--- src/rtl/fet_pkg.sv ---
`timescale 1ns / 1ps
// ----------------------------------------------------------------------------
// fet_pkg: shared types for the formula expression tokenizer
// Input item, output token and the token bundle passed through the queue.
// ----------------------------------------------------------------------------
package fet_pkg;

    // Width of every position field on the output token
    localparam int OUT_POS_W = 32;

    // Most tokens one input item can produce
    localparam int MAX_TOKENS = 3;

    // One input item
    typedef struct packed {
        logic [7:0] source_byte;
        logic       byte_valid;
        logic       end_of_source;
    } t_in_item;

    // One output token
    typedef struct packed {
        logic [4:0]           token_kind;
        logic [1:0]           error_code;
        logic [OUT_POS_W-1:0] start_offset;
        logic [OUT_POS_W-1:0] token_length;
        logic [OUT_POS_W-1:0] line_number;
        logic [OUT_POS_W-1:0] column_number;
        logic                 last_token;
    } t_token;

    // All tokens of one input item; slot 0 goes out first
    typedef struct packed {
        logic [1:0]                count;
        t_token [MAX_TOKENS-1:0]   tok;
    } t_bundle;

endpackage

--- src/rtl/fet_fifo.sv ---
`timescale 1ns / 1ps
// ----------------------------------------------------------------------------
// fet_fifo: small show-ahead queue
// Flop-based FIFO between the scanner and the token serializer. The head
// entry is visible on o_data whenever o_empty is low.
// ----------------------------------------------------------------------------
module fet_fifo #(
    parameter int WIDTH = 8,
    parameter int DEPTH = 4
) (
    input  logic             i_clk,
    input  logic             i_rst_n,
    input  logic             i_push,
    input  logic [WIDTH-1:0] i_data,
    input  logic             i_pop,
    output logic [WIDTH-1:0] o_data,
    output logic             o_full,
    output logic             o_empty
);

    localparam int AW = (DEPTH > 1) ? $clog2(DEPTH) : 1;
    localparam int CW = $clog2(DEPTH + 1);

    logic [WIDTH-1:0] r_mem [DEPTH];
    logic [AW-1:0]    r_wr;
    logic [AW-1:0]    r_rd;
    logic [CW-1:0]    r_count;
    logic [AW-1:0]    n_wr;
    logic [AW-1:0]    n_rd;

    // pointer wrap
    assign n_wr = (r_wr == AW'(DEPTH - 1)) ? '0 : r_wr + AW'(1);
    assign n_rd = (r_rd == AW'(DEPTH - 1)) ? '0 : r_rd + AW'(1);

    assign o_data  = r_mem[r_rd];
    assign o_full  = (r_count == CW'(DEPTH));
    assign o_empty = (r_count == '0);

    // pointers and fill count
    always_ff @(posedge i_clk) begin
        if (!i_rst_n) begin
            r_wr    <= '0;
            r_rd    <= '0;
            r_count <= '0;
        end else begin
            if (i_push) begin
                r_wr <= n_wr;
            end
            if (i_pop) begin
                r_rd <= n_rd;
            end
            if (i_push && !i_pop) begin
                r_count <= r_count + CW'(1);
            end else if (i_pop && !i_push) begin
                r_count <= r_count - CW'(1);
            end
        end
    end

    // storage
    always_ff @(posedge i_clk) begin
        if (i_push) begin
            r_mem[r_wr] <= i_data;
        end
    end

endmodule

--- src/rtl/fet_front.sv ---
`timescale 1ns / 1ps
// ----------------------------------------------------------------------------
// fet_front: byte scanner
// Takes one source byte per transfer, runs the lexer state machine and builds
// the bundle of tokens that the byte completes, with lengths and columns.
// ----------------------------------------------------------------------------
module fet_front #(
    parameter int POSITION_WIDTH = 32
) (
    input  logic               i_clk,
    input  logic               i_rst_n,
    input  logic               i_valid,
    input  fet_pkg::t_in_item  i_item,
    input  logic               i_full,
    output logic               o_push,
    output fet_pkg::t_bundle   o_bundle
);

    localparam int PW = POSITION_WIDTH;
    localparam logic [PW-1:0] POS_MAX = {PW{1'b1}};
    localparam logic [PW-1:0] POS_ONE = PW'(1);

    // token kinds
    localparam logic [4:0] KIND_PLUS    = 5'd0;
    localparam logic [4:0] KIND_MINUS   = 5'd1;
    localparam logic [4:0] KIND_STAR    = 5'd2;
    localparam logic [4:0] KIND_SLASH   = 5'd3;
    localparam logic [4:0] KIND_CARET   = 5'd4;
    localparam logic [4:0] KIND_PERCENT = 5'd5;
    localparam logic [4:0] KIND_LPAREN  = 5'd6;
    localparam logic [4:0] KIND_RPAREN  = 5'd7;
    localparam logic [4:0] KIND_COMMA   = 5'd8;
    localparam logic [4:0] KIND_SEMI    = 5'd9;
    localparam logic [4:0] KIND_ASSIGN  = 5'd10;
    localparam logic [4:0] KIND_NOT     = 5'd12;
    localparam logic [4:0] KIND_LT      = 5'd14;
    localparam logic [4:0] KIND_GT      = 5'd16;
    localparam logic [4:0] KIND_AND     = 5'd18;
    localparam logic [4:0] KIND_OR      = 5'd19;
    localparam logic [4:0] KIND_NUMBER  = 5'd20;
    localparam logic [4:0] KIND_IDENT   = 5'd21;
    localparam logic [4:0] KIND_LET     = 5'd22;
    localparam logic [4:0] KIND_VAR     = 5'd23;
    localparam logic [4:0] KIND_EOF     = 5'd24;
    localparam logic [4:0] KIND_ERROR   = 5'd25;

    // error codes
    localparam logic [1:0] ERR_NONE       = 2'd0;
    localparam logic [1:0] ERR_UNEXPECTED = 2'd1;
    localparam logic [1:0] ERR_EXPONENT   = 2'd2;

    // keyword tracker codes
    localparam logic [2:0] KW_NONE = 3'd0;
    localparam logic [2:0] KW_L    = 3'd1;
    localparam logic [2:0] KW_LE   = 3'd2;
    localparam logic [2:0] KW_LET  = 3'd3;
    localparam logic [2:0] KW_V    = 3'd4;
    localparam logic [2:0] KW_VA   = 3'd5;
    localparam logic [2:0] KW_VAR  = 3'd6;

    // characters
    localparam logic [7:0] CH_TAB     = 8'h09;
    localparam logic [7:0] CH_NL      = 8'h0A;
    localparam logic [7:0] CH_CR      = 8'h0D;
    localparam logic [7:0] CH_SPACE   = 8'h20;
    localparam logic [7:0] CH_BANG    = 8'h21;
    localparam logic [7:0] CH_PERCENT = 8'h25;
    localparam logic [7:0] CH_AMP     = 8'h26;
    localparam logic [7:0] CH_LPAREN  = 8'h28;
    localparam logic [7:0] CH_RPAREN  = 8'h29;
    localparam logic [7:0] CH_STAR    = 8'h2A;
    localparam logic [7:0] CH_PLUS    = 8'h2B;
    localparam logic [7:0] CH_COMMA   = 8'h2C;
    localparam logic [7:0] CH_MINUS   = 8'h2D;
    localparam logic [7:0] CH_DOT     = 8'h2E;
    localparam logic [7:0] CH_SLASH   = 8'h2F;
    localparam logic [7:0] CH_0       = 8'h30;
    localparam logic [7:0] CH_9       = 8'h39;
    localparam logic [7:0] CH_SEMI    = 8'h3B;
    localparam logic [7:0] CH_LT      = 8'h3C;
    localparam logic [7:0] CH_EQ      = 8'h3D;
    localparam logic [7:0] CH_GT      = 8'h3E;
    localparam logic [7:0] CH_UA      = 8'h41;
    localparam logic [7:0] CH_UE      = 8'h45;
    localparam logic [7:0] CH_UZ      = 8'h5A;
    localparam logic [7:0] CH_CARET   = 8'h5E;
    localparam logic [7:0] CH_USCORE  = 8'h5F;
    localparam logic [7:0] CH_LA      = 8'h61;
    localparam logic [7:0] CH_LE      = 8'h65;
    localparam logic [7:0] CH_LL      = 8'h6C;
    localparam logic [7:0] CH_LR      = 8'h72;
    localparam logic [7:0] CH_LT_T    = 8'h74;
    localparam logic [7:0] CH_LV      = 8'h76;
    localparam logic [7:0] CH_LZ      = 8'h7A;
    localparam logic [7:0] CH_BAR     = 8'h7C;

    typedef logic [PW-1:0] t_pos;

    typedef enum logic [3:0] {
        M_IDLE,
        M_OP,
        M_INT,
        M_DOTINT,
        M_FRAC,
        M_EXPE,
        M_EXPSIGN,
        M_EXPDIG,
        M_IDENT,
        M_LDOT
    } t_mode;

    // token before length and column are worked out
    typedef struct packed {
        logic [4:0] kind;
        logic [1:0] err;
        t_pos       start_pos;
        t_pos       end_pos;
        logic [1:0] fix_len;
        logic       use_span;
        logic       last;
        logic       new_line;
    } t_raw;

    // tokens produced by closing the token in progress
    typedef struct packed {
        logic [1:0] n;
        t_raw       t0;
        t_raw       t1;
        logic       stop;
    } t_fin;

    // effect of a byte seen between tokens
    typedef struct packed {
        logic       emit;
        t_raw       tok;
        t_mode      mode;
        logic [7:0] pend;
        t_pos       ts;
        logic [2:0] kw;
        t_pos       line;
        t_pos       lstart;
        logic       stop;
    } t_idl;

    // ------------------------------------------------------------------
    // helpers
    // ------------------------------------------------------------------
    function automatic t_pos sat_inc(input t_pos v);
        return (v == POS_MAX) ? v : v + POS_ONE;
    endfunction

    function automatic t_pos span(input t_pos a, input t_pos b);
        return (b > a) ? b - a : '0;
    endfunction

    function automatic logic [fet_pkg::OUT_POS_W-1:0] to_out(input t_pos v);
        logic [63:0] w;
        w = 64'(v);
        return w[fet_pkg::OUT_POS_W-1:0];
    endfunction

    function automatic logic is_digit(input logic [7:0] c);
        return c inside {[CH_0:CH_9]};
    endfunction

    function automatic logic is_alpha(input logic [7:0] c);
        return (c inside {[CH_LA:CH_LZ], [CH_UA:CH_UZ]}) || (c == CH_USCORE);
    endfunction

    function automatic logic is_amp_bar(input logic [7:0] c);
        return (c == CH_AMP) || (c == CH_BAR);
    endfunction

    function automatic logic [4:0] op_base(input logic [7:0] c);
        logic [4:0] k;
        case (c)
            CH_EQ:   k = KIND_ASSIGN;
            CH_BANG: k = KIND_NOT;
            CH_LT:   k = KIND_LT;
            CH_GT:   k = KIND_GT;
            CH_AMP:  k = KIND_AND;
            default: k = KIND_OR;
        endcase
        return k;
    endfunction

    // {hit, kind} for the one-character operators
    function automatic logic [5:0] single_kind(input logic [7:0] c);
        logic [5:0] r;
        case (c)
            CH_PLUS:    r = {1'b1, KIND_PLUS};
            CH_MINUS:   r = {1'b1, KIND_MINUS};
            CH_STAR:    r = {1'b1, KIND_STAR};
            CH_SLASH:   r = {1'b1, KIND_SLASH};
            CH_CARET:   r = {1'b1, KIND_CARET};
            CH_PERCENT: r = {1'b1, KIND_PERCENT};
            CH_LPAREN:  r = {1'b1, KIND_LPAREN};
            CH_RPAREN:  r = {1'b1, KIND_RPAREN};
            CH_COMMA:   r = {1'b1, KIND_COMMA};
            CH_SEMI:    r = {1'b1, KIND_SEMI};
            default:    r = {1'b0, KIND_PLUS};
        endcase
        return r;
    endfunction

    function automatic t_raw mk_tok(input logic [4:0] kind, input logic [1:0] err,
                                    input t_pos s, input t_pos e, input logic [1:0] fl,
                                    input logic us, input logic last);
        t_raw t;
        t.kind      = kind;
        t.err       = err;
        t.start_pos = s;
        t.end_pos   = e;
        t.fix_len   = fl;
        t.use_span  = us;
        t.last      = last;
        t.new_line  = 1'b0;
        return t;
    endfunction

    // close the token in progress; e is the offset just past its last byte
    function automatic t_fin finish_tok(input t_mode m, input logic [7:0] pend,
                                        input t_pos ts, input logic [2:0] kw, input t_pos e);
        t_fin       f;
        t_pos       dot;
        logic [4:0] ik;
        f   = '0;
        dot = (e != '0) ? e - POS_ONE : '0;
        ik  = (kw == KW_LET) ? KIND_LET : (kw == KW_VAR) ? KIND_VAR : KIND_IDENT;
        case (m)
            M_OP: begin
                f.n = 2'd1;
                if (is_amp_bar(pend)) begin
                    f.t0   = mk_tok(KIND_ERROR, ERR_UNEXPECTED, ts, ts, 2'd1, 1'b0, 1'b1);
                    f.stop = 1'b1;
                end else begin
                    f.t0 = mk_tok(op_base(pend), ERR_NONE, ts, ts, 2'd1, 1'b0, 1'b0);
                end
            end
            M_INT, M_FRAC, M_EXPDIG: begin
                f.n  = 2'd1;
                f.t0 = mk_tok(KIND_NUMBER, ERR_NONE, ts, e, 2'd0, 1'b1, 1'b0);
            end
            M_DOTINT: begin
                // number, then the dot that had no digit after it
                f.n    = 2'd2;
                f.t0   = mk_tok(KIND_NUMBER, ERR_NONE, ts, dot, 2'd0, 1'b1, 1'b0);
                f.t1   = mk_tok(KIND_ERROR, ERR_UNEXPECTED, dot, dot, 2'd1, 1'b0, 1'b1);
                f.stop = 1'b1;
            end
            M_LDOT: begin
                f.n    = 2'd1;
                f.t0   = mk_tok(KIND_ERROR, ERR_UNEXPECTED, ts, ts, 2'd1, 1'b0, 1'b1);
                f.stop = 1'b1;
            end
            M_EXPE, M_EXPSIGN: begin
                f.n    = 2'd1;
                f.t0   = mk_tok(KIND_ERROR, ERR_EXPONENT, ts, e, 2'd0, 1'b1, 1'b1);
                f.stop = 1'b1;
            end
            M_IDENT: begin
                f.n  = 2'd1;
                f.t0 = mk_tok(ik, ERR_NONE, ts, e, 2'd0, 1'b1, 1'b0);
            end
            default: begin
            end
        endcase
        return f;
    endfunction

    // byte seen while no token is open
    function automatic t_idl idle_tok(input logic [7:0] c, input t_pos pos,
                                      input logic [7:0] pend, input t_pos ts,
                                      input logic [2:0] kw, input t_pos line,
                                      input t_pos lstart);
        t_idl       r;
        logic [5:0] sk;
        r.emit   = 1'b0;
        r.tok    = '0;
        r.mode   = M_IDLE;
        r.pend   = pend;
        r.ts     = ts;
        r.kw     = kw;
        r.line   = line;
        r.lstart = lstart;
        r.stop   = 1'b0;
        sk       = single_kind(c);
        if (c == CH_SPACE || c == CH_TAB || c == CH_CR) begin
            r.emit = 1'b0;
        end else if (c == CH_NL) begin
            r.line   = sat_inc(line);
            r.lstart = sat_inc(pos);
        end else if (sk[5]) begin
            r.emit = 1'b1;
            r.tok  = mk_tok(sk[4:0], ERR_NONE, pos, pos, 2'd1, 1'b0, 1'b0);
        end else begin
            r.ts = pos;
            if (c inside {CH_EQ, CH_BANG, CH_LT, CH_GT, CH_AMP, CH_BAR}) begin
                r.pend = c;
                r.mode = M_OP;
            end else if (is_digit(c)) begin
                r.mode = M_INT;
            end else if (c == CH_DOT) begin
                r.mode = M_LDOT;
            end else if (is_alpha(c)) begin
                r.kw   = (c == CH_LL) ? KW_L : (c == CH_LV) ? KW_V : KW_NONE;
                r.mode = M_IDENT;
            end else begin
                r.emit = 1'b1;
                r.tok  = mk_tok(KIND_ERROR, ERR_UNEXPECTED, pos, pos, 2'd1, 1'b0, 1'b1);
                r.stop = 1'b1;
            end
        end
        return r;
    endfunction

    // ------------------------------------------------------------------
    // state
    // ------------------------------------------------------------------
    t_mode      r_mode,    n_mode;
    logic [7:0] r_pend,    n_pend;
    t_pos       r_off,     n_off;
    t_pos       r_off_inc, n_off_inc;
    t_pos       r_ts,      n_ts;
    t_pos       r_line,    n_line;
    t_pos       r_lstart,  n_lstart;
    logic [2:0] r_kw,      n_kw;
    logic       r_stopped, n_stopped;

    logic       accept;
    logic [1:0] cnt;
    t_raw       slot [fet_pkg::MAX_TOKENS];

    assign accept = i_valid && !i_full;

    // next state and token slots for the byte on the input
    always_comb begin
        logic [7:0] c;
        logic [7:0] second;
        logic       keep;
        logic       do_idle;
        t_fin       fin;
        t_fin       fin_eof;
        t_idl       idl;
        c          = i_item.source_byte;
        second     = CH_EQ;
        keep       = 1'b0;
        do_idle    = 1'b0;
        fin        = '0;
        fin_eof    = '0;
        idl        = '0;
        n_mode     = r_mode;
        n_pend     = r_pend;
        n_off      = r_off;
        n_off_inc  = r_off_inc;
        n_ts       = r_ts;
        n_line     = r_line;
        n_lstart   = r_lstart;
        n_kw       = r_kw;
        n_stopped  = r_stopped;
        cnt        = 2'd0;
        for (int i = 0; i < fet_pkg::MAX_TOKENS; i++) begin
            slot[i] = '0;
        end

        if (!r_stopped) begin
            if (i_item.byte_valid) begin
                // extend the open token if the byte fits it
                case (r_mode)
                    M_OP: begin
                        second = is_amp_bar(r_pend) ? r_pend : CH_EQ;
                        if (c == second) begin
                            slot[cnt] = mk_tok(op_base(r_pend)
                                               + (is_amp_bar(r_pend) ? 5'd0 : 5'd1),
                                               ERR_NONE, r_ts, r_ts, 2'd2, 1'b0, 1'b0);
                            cnt    = cnt + 2'd1;
                            n_mode = M_IDLE;
                            keep   = 1'b1;
                        end
                    end
                    M_INT: begin
                        if (is_digit(c)) begin
                            keep = 1'b1;
                        end else if (c == CH_DOT) begin
                            n_mode = M_DOTINT;
                            keep   = 1'b1;
                        end else if (c == CH_LE || c == CH_UE) begin
                            n_mode = M_EXPE;
                            keep   = 1'b1;
                        end
                    end
                    M_DOTINT, M_LDOT: begin
                        if (is_digit(c)) begin
                            n_mode = M_FRAC;
                            keep   = 1'b1;
                        end
                    end
                    M_FRAC: begin
                        if (is_digit(c)) begin
                            keep = 1'b1;
                        end else if (c == CH_LE || c == CH_UE) begin
                            n_mode = M_EXPE;
                            keep   = 1'b1;
                        end
                    end
                    M_EXPE: begin
                        if (c == CH_PLUS || c == CH_MINUS) begin
                            n_mode = M_EXPSIGN;
                            keep   = 1'b1;
                        end else if (is_digit(c)) begin
                            n_mode = M_EXPDIG;
                            keep   = 1'b1;
                        end
                    end
                    M_EXPSIGN: begin
                        if (is_digit(c)) begin
                            n_mode = M_EXPDIG;
                            keep   = 1'b1;
                        end
                    end
                    M_EXPDIG: begin
                        if (is_digit(c)) begin
                            keep = 1'b1;
                        end
                    end
                    M_IDENT: begin
                        if (is_alpha(c) || is_digit(c)) begin
                            if (r_kw == KW_L && c == CH_LE) begin
                                n_kw = KW_LE;
                            end else if (r_kw == KW_LE && c == CH_LT_T) begin
                                n_kw = KW_LET;
                            end else if (r_kw == KW_V && c == CH_LA) begin
                                n_kw = KW_VA;
                            end else if (r_kw == KW_VA && c == CH_LR) begin
                                n_kw = KW_VAR;
                            end else begin
                                n_kw = KW_NONE;
                            end
                            keep = 1'b1;
                        end
                    end
                    default: begin
                        n_mode  = M_IDLE;
                        do_idle = 1'b1;
                        keep    = 1'b1;
                    end
                endcase

                // byte does not fit: close the token, then rescan the byte
                if (!keep) begin
                    fin    = finish_tok(r_mode, r_pend, r_ts, r_kw, r_off);
                    n_mode = M_IDLE;
                    if (fin.n != 2'd0) begin
                        slot[cnt] = fin.t0;
                        cnt       = cnt + 2'd1;
                    end
                    if (fin.n == 2'd2) begin
                        slot[cnt] = fin.t1;
                        cnt       = cnt + 2'd1;
                    end
                    if (fin.stop) begin
                        n_stopped = 1'b1;
                    end else begin
                        do_idle = 1'b1;
                    end
                end

                if (do_idle) begin
                    idl      = idle_tok(c, r_off, n_pend, n_ts, n_kw, n_line, n_lstart);
                    n_mode   = idl.mode;
                    n_pend   = idl.pend;
                    n_ts     = idl.ts;
                    n_kw     = idl.kw;
                    n_line   = idl.line;
                    n_lstart = idl.lstart;
                    if (idl.stop) begin
                        n_stopped = 1'b1;
                    end
                    if (idl.emit) begin
                        slot[cnt] = idl.tok;
                        cnt       = cnt + 2'd1;
                    end
                end

                n_off     = r_off_inc;
                n_off_inc = sat_inc(r_off_inc);
            end

            // end of source: close any open token, then end-of-file
            if (i_item.end_of_source && !n_stopped) begin
                fin_eof = finish_tok(n_mode, n_pend, n_ts, n_kw, n_off);
                if (fin_eof.n != 2'd0) begin
                    slot[cnt] = fin_eof.t0;
                    cnt       = cnt + 2'd1;
                end
                if (fin_eof.n == 2'd2) begin
                    slot[cnt] = fin_eof.t1;
                    cnt       = cnt + 2'd1;
                end
                if (!fin_eof.stop) begin
                    slot[cnt] = mk_tok(KIND_EOF, ERR_NONE, n_off, n_off, 2'd0, 1'b0, 1'b1);
                    slot[cnt].new_line = 1'b1;
                    cnt       = cnt + 2'd1;
                end
                n_stopped = 1'b1;
                n_mode    = M_IDLE;
            end
        end
    end

    // length, line and column for each slot
    always_comb begin
        t_pos ls;
        t_pos ln;
        t_pos len;
        t_pos col;
        ls = '0;
        ln = '0;
        len = '0;
        col = '0;
        o_bundle.count = cnt;
        for (int i = 0; i < fet_pkg::MAX_TOKENS; i++) begin
            ls  = slot[i].new_line ? n_lstart : r_lstart;
            ln  = slot[i].new_line ? n_line : r_line;
            len = slot[i].use_span ? span(slot[i].start_pos, slot[i].end_pos)
                                   : PW'(slot[i].fix_len);
            col = sat_inc(span(ls, slot[i].start_pos));
            o_bundle.tok[i].token_kind    = slot[i].kind;
            o_bundle.tok[i].error_code    = slot[i].err;
            o_bundle.tok[i].start_offset  = to_out(slot[i].start_pos);
            o_bundle.tok[i].token_length  = to_out(len);
            o_bundle.tok[i].line_number   = to_out(ln);
            o_bundle.tok[i].column_number = to_out(col);
            o_bundle.tok[i].last_token    = slot[i].last;
        end
    end

    assign o_push = accept && (cnt != 2'd0);

    // scanner state
    always_ff @(posedge i_clk) begin
        if (!i_rst_n) begin
            r_mode    <= M_IDLE;
            r_pend    <= '0;
            r_off     <= '0;
            r_off_inc <= POS_ONE;
            r_ts      <= '0;
            r_line    <= POS_ONE;
            r_lstart  <= '0;
            r_kw      <= KW_NONE;
            r_stopped <= 1'b0;
        end else if (accept) begin
            r_mode    <= n_mode;
            r_pend    <= n_pend;
            r_off     <= n_off;
            r_off_inc <= n_off_inc;
            r_ts      <= n_ts;
            r_line    <= n_line;
            r_lstart  <= n_lstart;
            r_kw      <= n_kw;
            r_stopped <= n_stopped;
        end
    end

endmodule

--- src/rtl/fet_back.sv ---
`timescale 1ns / 1ps
// ----------------------------------------------------------------------------
// fet_back: token serializer
// Reads bundles from the queue head and sends their tokens one per transfer
// through a registered output stage.
// ----------------------------------------------------------------------------
module fet_back (
    input  logic              i_clk,
    input  logic              i_rst_n,
    input  fet_pkg::t_bundle  i_head,
    input  logic              i_empty,
    output logic              o_pop,
    output logic              o_valid,
    input  logic              i_stall,
    output fet_pkg::t_token   o_token
);

    logic            r_valid;
    logic [1:0]      r_idx;
    fet_pkg::t_token r_tok;
    logic            load;
    logic            last_in_bundle;

    // output stage can take a token when empty or being drained
    assign load           = !i_empty && (!r_valid || !i_stall);
    assign last_in_bundle = ((r_idx + 2'd1) == i_head.count);
    assign o_pop          = load && last_in_bundle;

    // control
    always_ff @(posedge i_clk) begin
        if (!i_rst_n) begin
            r_valid <= 1'b0;
            r_idx   <= '0;
        end else begin
            if (load) begin
                r_valid <= 1'b1;
                r_idx   <= last_in_bundle ? 2'd0 : r_idx + 2'd1;
            end else if (!i_stall) begin
                r_valid <= 1'b0;
            end
        end
    end

    // payload
    always_ff @(posedge i_clk) begin
        if (load) begin
            r_tok <= i_head.tok[r_idx];
        end
    end

    assign o_valid = r_valid;
    assign o_token = r_tok;

endmodule

--- src/rtl/formula_expression_tokenizer.sv ---
`timescale 1ns / 1ps
// ----------------------------------------------------------------------------
// formula_expression_tokenizer: streaming lexer for a small formula language
// Source bytes in, tokens (kind, offset, length, line, column) out.
// ----------------------------------------------------------------------------
// Usage:
//   Input channel (i_valid / o_stall / i_item): one source byte per transfer;
//   byte_valid low gives an empty item, end_of_source marks the last item.
//   Output channel (o_valid / i_stall / o_token): one token per transfer.
//   The scanner takes one byte per cycle while o_stall is low; each item
//   yields zero to three tokens. A token passes the bundle queue and the
//   registered output stage before it shows on o_valid. Tokens leave one per
//   cycle while i_stall is low; a bundle leaves the queue with its last token.
//   A queue of QUEUE_DEPTH bundles sits between scanner and output stage;
//   when the receiver stalls, the queue fills and o_stall rises once it is
//   full. o_stall depends only on the queue fill, never on i_valid.
//   After an error or end-of-file token (last_token high) all further input
//   is taken and dropped until reset. Reset is synchronous: the scanner
//   returns to line 1, offset 0, and queue and output stage are emptied.
//   Positions saturate at 2**POSITION_WIDTH-1.
// ----------------------------------------------------------------------------
module formula_expression_tokenizer #(
    parameter int POSITION_WIDTH = 32,
    parameter int QUEUE_DEPTH    = 4
) (
    input  logic              i_clk,
    input  logic              i_rst_n,
    input  logic              i_valid,
    output logic              o_stall,
    input  fet_pkg::t_in_item i_item,
    output logic              o_valid,
    input  logic              i_stall,
    output fet_pkg::t_token   o_token
);

    localparam int BUNDLE_W = $bits(fet_pkg::t_bundle);

    fet_pkg::t_bundle push_bundle;
    fet_pkg::t_bundle head_bundle;
    logic             push;
    logic             pop;
    logic             full;
    logic             empty;

    // scanner
    fet_front #(
        .POSITION_WIDTH (POSITION_WIDTH)
    ) u_front (
        .i_clk    (i_clk),
        .i_rst_n  (i_rst_n),
        .i_valid  (i_valid),
        .i_item   (i_item),
        .i_full   (full),
        .o_push   (push),
        .o_bundle (push_bundle)
    );

    // bundle queue
    fet_fifo #(
        .WIDTH (BUNDLE_W),
        .DEPTH (QUEUE_DEPTH)
    ) u_queue (
        .i_clk   (i_clk),
        .i_rst_n (i_rst_n),
        .i_push  (push),
        .i_data  (push_bundle),
        .i_pop   (pop),
        .o_data  (head_bundle),
        .o_full  (full),
        .o_empty (empty)
    );

    // token serializer and output stage
    fet_back u_back (
        .i_clk   (i_clk),
        .i_rst_n (i_rst_n),
        .i_head  (head_bundle),
        .i_empty (empty),
        .o_pop   (pop),
        .o_valid (o_valid),
        .i_stall (i_stall),
        .o_token (o_token)
    );

    assign o_stall = full;

endmodule

--- config.mk ---
export PLATFORM = sky130hd
export DESIGN_NAME = formula_expression_tokenizer
export DESIGN_NICKNAME = d
export VERILOG_FILES = /design/src/rtl/fet_pkg.sv /design/src/rtl/fet_fifo.sv /design/src/rtl/fet_front.sv /design/src/rtl/fet_back.sv /design/src/rtl/formula_expression_tokenizer.sv
export SDC_FILE = /design/constraint.sdc
export NUM_CORES = 2
export LEC_CHECK = 0
export ABC_AREA = 1
export BUFFER_PORTS_ARGS = -buffer_cell sky130_fd_sc_hd__buf_2
export CAP_MARGIN = 20
export CORE_MARGIN = 2
export CORE_UTILIZATION = 45
export CTS_BUF_LIST = sky130_fd_sc_hd__clkbuf_16
export DETAILED_ROUTE_END_ITERATION = 8
export SLEW_MARGIN = 20
export SYNTH_ARGS = -nofsm -noshare
export SYNTH_HDL_FRONTEND = slang
export SYNTH_HIERARCHICAL = 1
export SYNTH_SLANG_ARGS = --single-unit
--- constraint.sdc ---
create_clock -name i_clk -period 14.2 [get_ports i_clk]
set_input_delay 2.13 -clock i_clk [delete_from_list [all_inputs] [get_ports i_clk]]
set_output_delay 2.13 -clock i_clk [all_outputs]
set_load 0.02 [all_outputs]
## Word level (Yosys, flattened, before mapping)

Memory sizes are Yosys's and may differ from the RTL's. A register that Yosys moved wholly into a read port is not among the register bits.
Cells that the tools add are included.

- Add/subtract/negate cells: 26
- Order comparisons: 25
- Equality and inequality tests: 81
- Mux-type cells: 240
- Bitwise operators: 8
- Reduce and logical (&&, ||, !) cells: 57

Operators by type and width:

| operator | number |
|---|---|
| $mux W228 | 21 |
| $bwmux W228 | 7 |
| $mux W76 | 19 |
| $demux W76 S2 | 7 |
| $mux W32 | 32 |
| $pmux W78 S6 | 2 |
| $mux W188 | 4 |
| $mux W78 | 5 |
| $mux W77 | 5 |
| $bmux W136 S2 | 1 |
| $eq A8 B6 Y1 const B | 26 |
| $add A32 B1 Y32 const B | 6 |
| $eq A32 B32 Y1 const B | 6 |
| $gt A32 B32 Y1 | 6 |
| $sub A32 B32 Y32 | 6 |
| $mux W136 | 1 |
| $mux W124 | 1 |
| $eq A8 B7 Y1 const B | 12 |
| $mux W4 | 17 |
| $mux W64 | 1 |
| $reduce_bool A32 Y1 | 2 |
| $sub A32 B1 Y32 const B | 2 |
| $mux W2 | 31 |
| $pmux W6 S10 | 1 |
| 47 further kinds | 216 |

- Bits in registers: 322
- Memory bits (writable): 1640
- Input port bits: 14
- Output and inout port bits: 138
- Word-level logic and storage cells: 459
- Memories: 1

Memory list:

| memory | words | width | rd ports | clocked after Yosys merged registers in | write ports | RTL line | RTL |
|---|---|---|---|---|---|---|---|
| u_queue.r_mem | 4 | 410 | 1 | 1 | 1 | fet_fifo.sv:24 | `logic [WIDTH-1:0] r_mem [DEPTH];` |

## Depth between registers and ports, before layout

- Depth after elaboration: 57
- Gate-level depth with buffers: 68
- Gate-level depth less buffers: 64

## Cells and area by module

The synthesis kept the hierarchy.

By module, submodules not included:

| module | instances | cells each | area each (um^2) | sequential area each (um^2) |
|---|---|---|---|---|
| fet_fifo | 1 | 4023 | 60982.2 | 49427.4 |
| fet_front | 1 | 7774 | 40435.0 | 3523.4 |
| fet_back | 1 | 785 | 7369.6 | 4144.0 |

## Worst setup path before layout

Ideal clock, no wire load.

- Path type: input to register
- Start point: input i_item[5] (netlist bit)
- End point: memory u_queue/r_mem[0][0] (netlist bit) (enable)
- Library setup time: 0.759 ns
- Arrival: 13.953 ns
- Required time: 13.441 ns
- Setup slack: -0.512 ns
- Stages: 34
- Path buffers: 1
- Cells stage by stage: nor2_1 inv_1 nor2_1 nor2_1 nor2_1 nand4_1 nand2_1 inv_2 nor2_8 nand2_2 buf_6 nor2_1 inv_1 nand2_1 inv_1 ha_1 inv_1 nor2_1 nor3_1 inv_1 ha_1 nand2_1 nand2_1 inv_1 ha_1 nand2_1 nand2_1 ha_1 nand2_1 nand3_1 nand2_1 a21oi_1 nand2_1 inv_1

- Longest elaborated chain between the ends: 38
- Elaborated cells on any way between the ends: 168
- Those cells by class: add/sub: 6; order compare: 6; eq/ne: 37; mux: 99; reduce/logical: 20

RTL lines:

| what | RTL line | RTL |
|---|---|---|
| start, declared | formula_expression_tokenizer.sv:30 | `input fet_pkg::t_in_item i_item,` |
| parallel branches: the longest is 32 deep, another holds $add A2 B1 Y2 | n/a |  |
| $mux W2 * | fet_front.sv:490 | `if (i_item.end_of_source && !n_stopped) begin` |
| $mux W2 * | fet_front.sv:366 | `if (!r_stopped) begin` |
| $reduce_bool A2 Y1 * | fet_front.sv:538 | `assign o_push = accept && (cnt != 2'd0);` |
| $logic_and A1 B1 Y1 * | fet_front.sv:538 |  |
| named net push | formula_expression_tokenizer.sv:40 | `logic push;` |
| $mux W1 * | fet_fifo.sv:62 | `if (i_push) begin` |
| $mux W1 (implied by the code) * | fet_fifo.sv:63 | `r_mem[r_wr] <= i_data;` |
| end, declared | fet_fifo.sv:24 |  |

Mark *: on every way through the listed nets, which the timed path passes. The select of a mux whose other input is x is not followed.

==> results.yml <==
outcome:
  outcome: "finished clean"
min_path:
  holdPathStages: 1
  whs_endpoint: "u_front/r_off_inc[15]$_SDFFE_PN0P_"
  hold_path_class: "flip-flop to flip-flop"
  min-delay-start: "u_front/r_off_inc[15]$_SDFFE_PN0P_"
final_layout:
  drive_gt1_share_pct: 8.38
  num-fill-cells: 22700
  multiInputGateArea_sq_mm: 0.0443
  num-nets-final: 12900
  finalInstanceArea_sq_mm: 0.120
  syn2layout_area_growth_pct: 10.7
  seqCellArea_sq_mm: 0.0571
synth:
  yosys_warnings: 6
  ys_ff_latch: 1964
  synth_nets: 12800
  syn_area_per_cell_sq_um: 8.65
  ys_seq_area_share_pct: 52.5
  synth_cell_types: 73
  synth-simple-area-share_pct: 18.6
  synthAdderAreaFrac_pct: 2.71
  synth_top_family_by_area: "simple AND/OR/NAND/NOR gates"
  synth_edf_count: 1776
  synth_xor_xnor_area_share_pct: 1.88
  yosys.area.top_type: "edfxtp_1"
  synth.cell_area_sq_mm: 0.109
  async_reset_ff_share_pct: 0
  syn_inst: 12600
  yosysTopAreaCellShare_pct: 49.0
  ys_top_cells_by_area: "edfxtp_1 (49%), o21ai_0 (7.0%), nand2_1 (6.9%), nor2_1 (6.5%), dfxtp_1 (3.5%)"
  synth_compound_area_share_pct: 17.5
  synthMuxAreaShare_pct: 0.0460
  yosys_most_used_dff: "edfxtp_1"
timing:
  rsz0062_at_grt: "false"
  fin_crit_ns: 11.89
  fin_crit_sh_pct: 83.7
  slew_viol_final: 0
  fin_worst_skew_ns: 0.100
  fmax_mhz: 84.1
  relSlewSlack_pct: 14.0
  worst_slew_pin_slew_ns: 1.29
  layout_setup_ws_ns: 2.31
  hold_violations: 0
  setup_violations: 0
routing:
  drt-pass1-iter-count: 9
  wl_met2_mm: 209
  ant_nets: 0
  drt_iter0_markers: 12700
  vias: 97700
  dr.max_layer_used: "met5"
  drc: 0
  wirelength_mm: 478
  wl_per_cell_um: 29.9
  routed-wl-met3_mm: 43.1
  wl_met1_mm: 193
  post_drt_via_cell_ratio: 6.11
floorplanning:
  ios: 152
  fp.dieW_um: 496
  core-area_sq_mm: 0.241
  start_util_pct: 45.2
  die_h_um: 496
  die_area_sq_mm: 0.246
  rows: 180
worst_setup_path:
  r2r_cells: 58
  rr_endpoint: "u_queue/r_mem[2][26]$_DFFE_PP_"
  path_class: "input pin to flip-flop"
  critPathArrivalTime_ns: 12.51
  critPathLaunchType: "input pin"
  end_kind: "flip-flop"
  crit_slowest_cell: "a21oi_1"
  path_common_cell: "nand2_1"
  rrSetupSlack_ns: 2.62
  critical_path_required_ns: 14.82
  cp_slowest_stage_delay_ns: 0.55
  crit_fanout: 19
  r2r-start: "u_front/r_mode[2]$_SDFFE_PN0P_"
clocking:
  htree_levels: 4
  cts_buffer_depth: 3
  clockRootBuffer: "clkbuf_16"
  clk_pin_slew_ns: 0.06
  cts-resized-gates: 0
  cts_buffers: 205
  cts_tree: "yes"
  cts.sinks: 1964
  clock_latency_ns: 0.92
  cts_setup_buffers: 0
  postCtsHoldBufs: 0
placement:
  place_ws_ns: 1.82
  place.gp.congestion: 1.11
  placed_area_sq_mm: 0.114
  hpwl_mm: 339
  io_buffers: 151
global_routing:
  grt_pass1_wl_mm: 667
  grt_use_total_pct: 37.8
  antenna_found_initial: 40
  grt.overflow.total: 0
  grt_pass1_vias: 90300
  grt_max_degree: 156
power_and_ir_drop:
  powerDensity_mw_per_mm2: 207
  max-vdd-ir-drop_uv: 155
  p_leak_nw: 46.4
job:
  maxCapViolCount: 0
[metrics by stage]
step / hold WS [ns] / instances / utilization [%] / setup TNS, ns / power [W]
floorplan: 0.441 / 12600 / - / -209.81 / 0.0150
global placement: 0.456 / 15600 / 47.2 / 0 / 0.0192
detailed placement: 0.467 / 15600 / 47.2 / 0 / 0.0193
CTS: 0.481 / 16000 / 50.0 / 0 / 0.0247
global route: 0.505 / 16000 / 50.0 / 0 / 0.0260
finish: 0.485 / 16000 / 50.1 / 0 / 0.0249
[cells in the mapped netlist (all sizes together), types with 3 or more instances]
| cell | count |
|---|---|
| nor4 | 40 |
| o22ai | 462 |
| xnor2 | 59 |
| o221ai | 23 |
| a21boi | 19 |
| nand3 | 585 |
| o31ai | 145 |
| inv | 1033 |
| a211oi | 18 |
| o21a | 16 |
| clkinv | 15 |
| xor2 | 174 |
| o2111ai | 4 |
| ha | 224 |
| or2 | 52 |
| nor3 | 129 |
| dfxtp | 188 |
| buf | 307 |
| o21bai | 27 |
| nand3b | 16 |
| o21ai | 1896 |
| a21o | 9 |
| nor3b | 9 |
| o211ai | 21 |
| mux2i | 5 |
| a31o | 7 |
| a21oi | 780 |
| a22oi | 4 |
| and3 | 3 |
| fa | 7 |
| nand2 | 2018 |
| nand4 | 132 |
| nor2 | 1907 |
| edfxtp | 1776 |
| clkbuf | 418 |
| a32oi | 3 |
| a31oi | 35 |
[metal layers]
metal  GRT usage (%)  vias up
met2            57.4     5157
met1            50.0    47400
met4            22.4       20
li1                -    43900
met5               0        -
met3            8.00     1193
[worst max path at each step]
stage / end / slack (ns) / start
6_report: u_queue/r_mem[2][26]$_DFFE_PP_ / 2.31 / i_item[5]
5_1_grt: u_queue/r_mem[1][23]$_DFFE_PP_ / 1.65 / i_item[2]
4_1_cts: u_queue/r_mem[1][23]$_DFFE_PP_ / 2.70 / i_item[2]
3_5_place_dp: u_queue/r_mem[2][21]$_DFFE_PP_ / 1.82 / i_item[2]
3_3_place_gp: u_queue/r_mem[0][21]$_DFFE_PP_ / 1.80 / i_item[5]
2_1_floorplan: u_queue/r_mem[3][0]$_DFFE_PP_ / -0.51 / i_item[5]
[cell usage in the layout, fill, tap and decap left out, types with 38 or more instances in the layout]
master	netlist	routed
clkinv_1	15	45
xnor2_1	59	59
buf_2	180	150
a21oi_1	750	748
o21ai_1	370	370
nand4_1	132	132
clkbuf_16	0	205
nor3_1	124	124
nor2_1	1892	1876
nand3_1	581	580
o21ai_0	1523	1521
o31ai_1	145	144
inv_1	993	1032
dfxtp_1	188	183
nand2_1	1995	1991
ha_1	224	224
or2_2	51	51
o22ai_1	462	462
buf_4	47	364
clkinv_2	0	42
edfxtp_1	1776	1776
nor4_1	40	40
xor2_1	174	174
inv_2	38	38
[sequential cells by signal (all words and copies together), names as in the netlist, 4 cells and up, named ones only]
name / cells
u_front/r_ts: 32
u_queue/r_mem: 1640
u_front/r_line: 32
u_front/r_lstart: 32
u_front/r_off_inc: 32
u_back/o_token: 136
u_front/r_mode: 4
u_front/r_pend: 8
u_front/r_off: 32
[logic make-up after synthesis]
| kind of cell | count (synthesis) |
|---|---|
| flip-flops | 1964 |
| AND/OR/NAND/NOR | 4897 |
| adder cells (fa/ha/maj) | 231 |
| XOR/XNOR | 233 |
| multiplexers | 5 |
| AO/OA/AOI/OAI | 3479 |
| buffers and inverters | 1773 |
[report_power, final]
group          leakage (nW)  switching (W)  total [W]  internal (W)
Clock                  3.50        0.00240    0.00542       0.00303
Sequential             18.2       0.000351    0.00800       0.00765
Combinational          24.7        0.00851     0.0115       0.00295
[critical path, delay by kind of cell]
kind	cells	cell delay (ns)
and+or+nand+nor	33	5.17
buffers and inverters	14	1.85
adders and majority gates	6	1.81
AOI/OAI and AO/OA	5	1.49
[final cells by class]
class / count / share of cell area, %
Multi-Input combinational cell: 8845 / 36.8
Inverter: 1048 / 3.33
Clock inverter: 180 / 1.44
Tap cell: 3185 / 3.31
Clock buffer: 205 / 4.26
Timing Repair Buffer: 543 / 3.37
Sequential cell: 1964 / 47.4
Antenna cell: 19 / 0.0395
(Power assumes the default switching activity.)
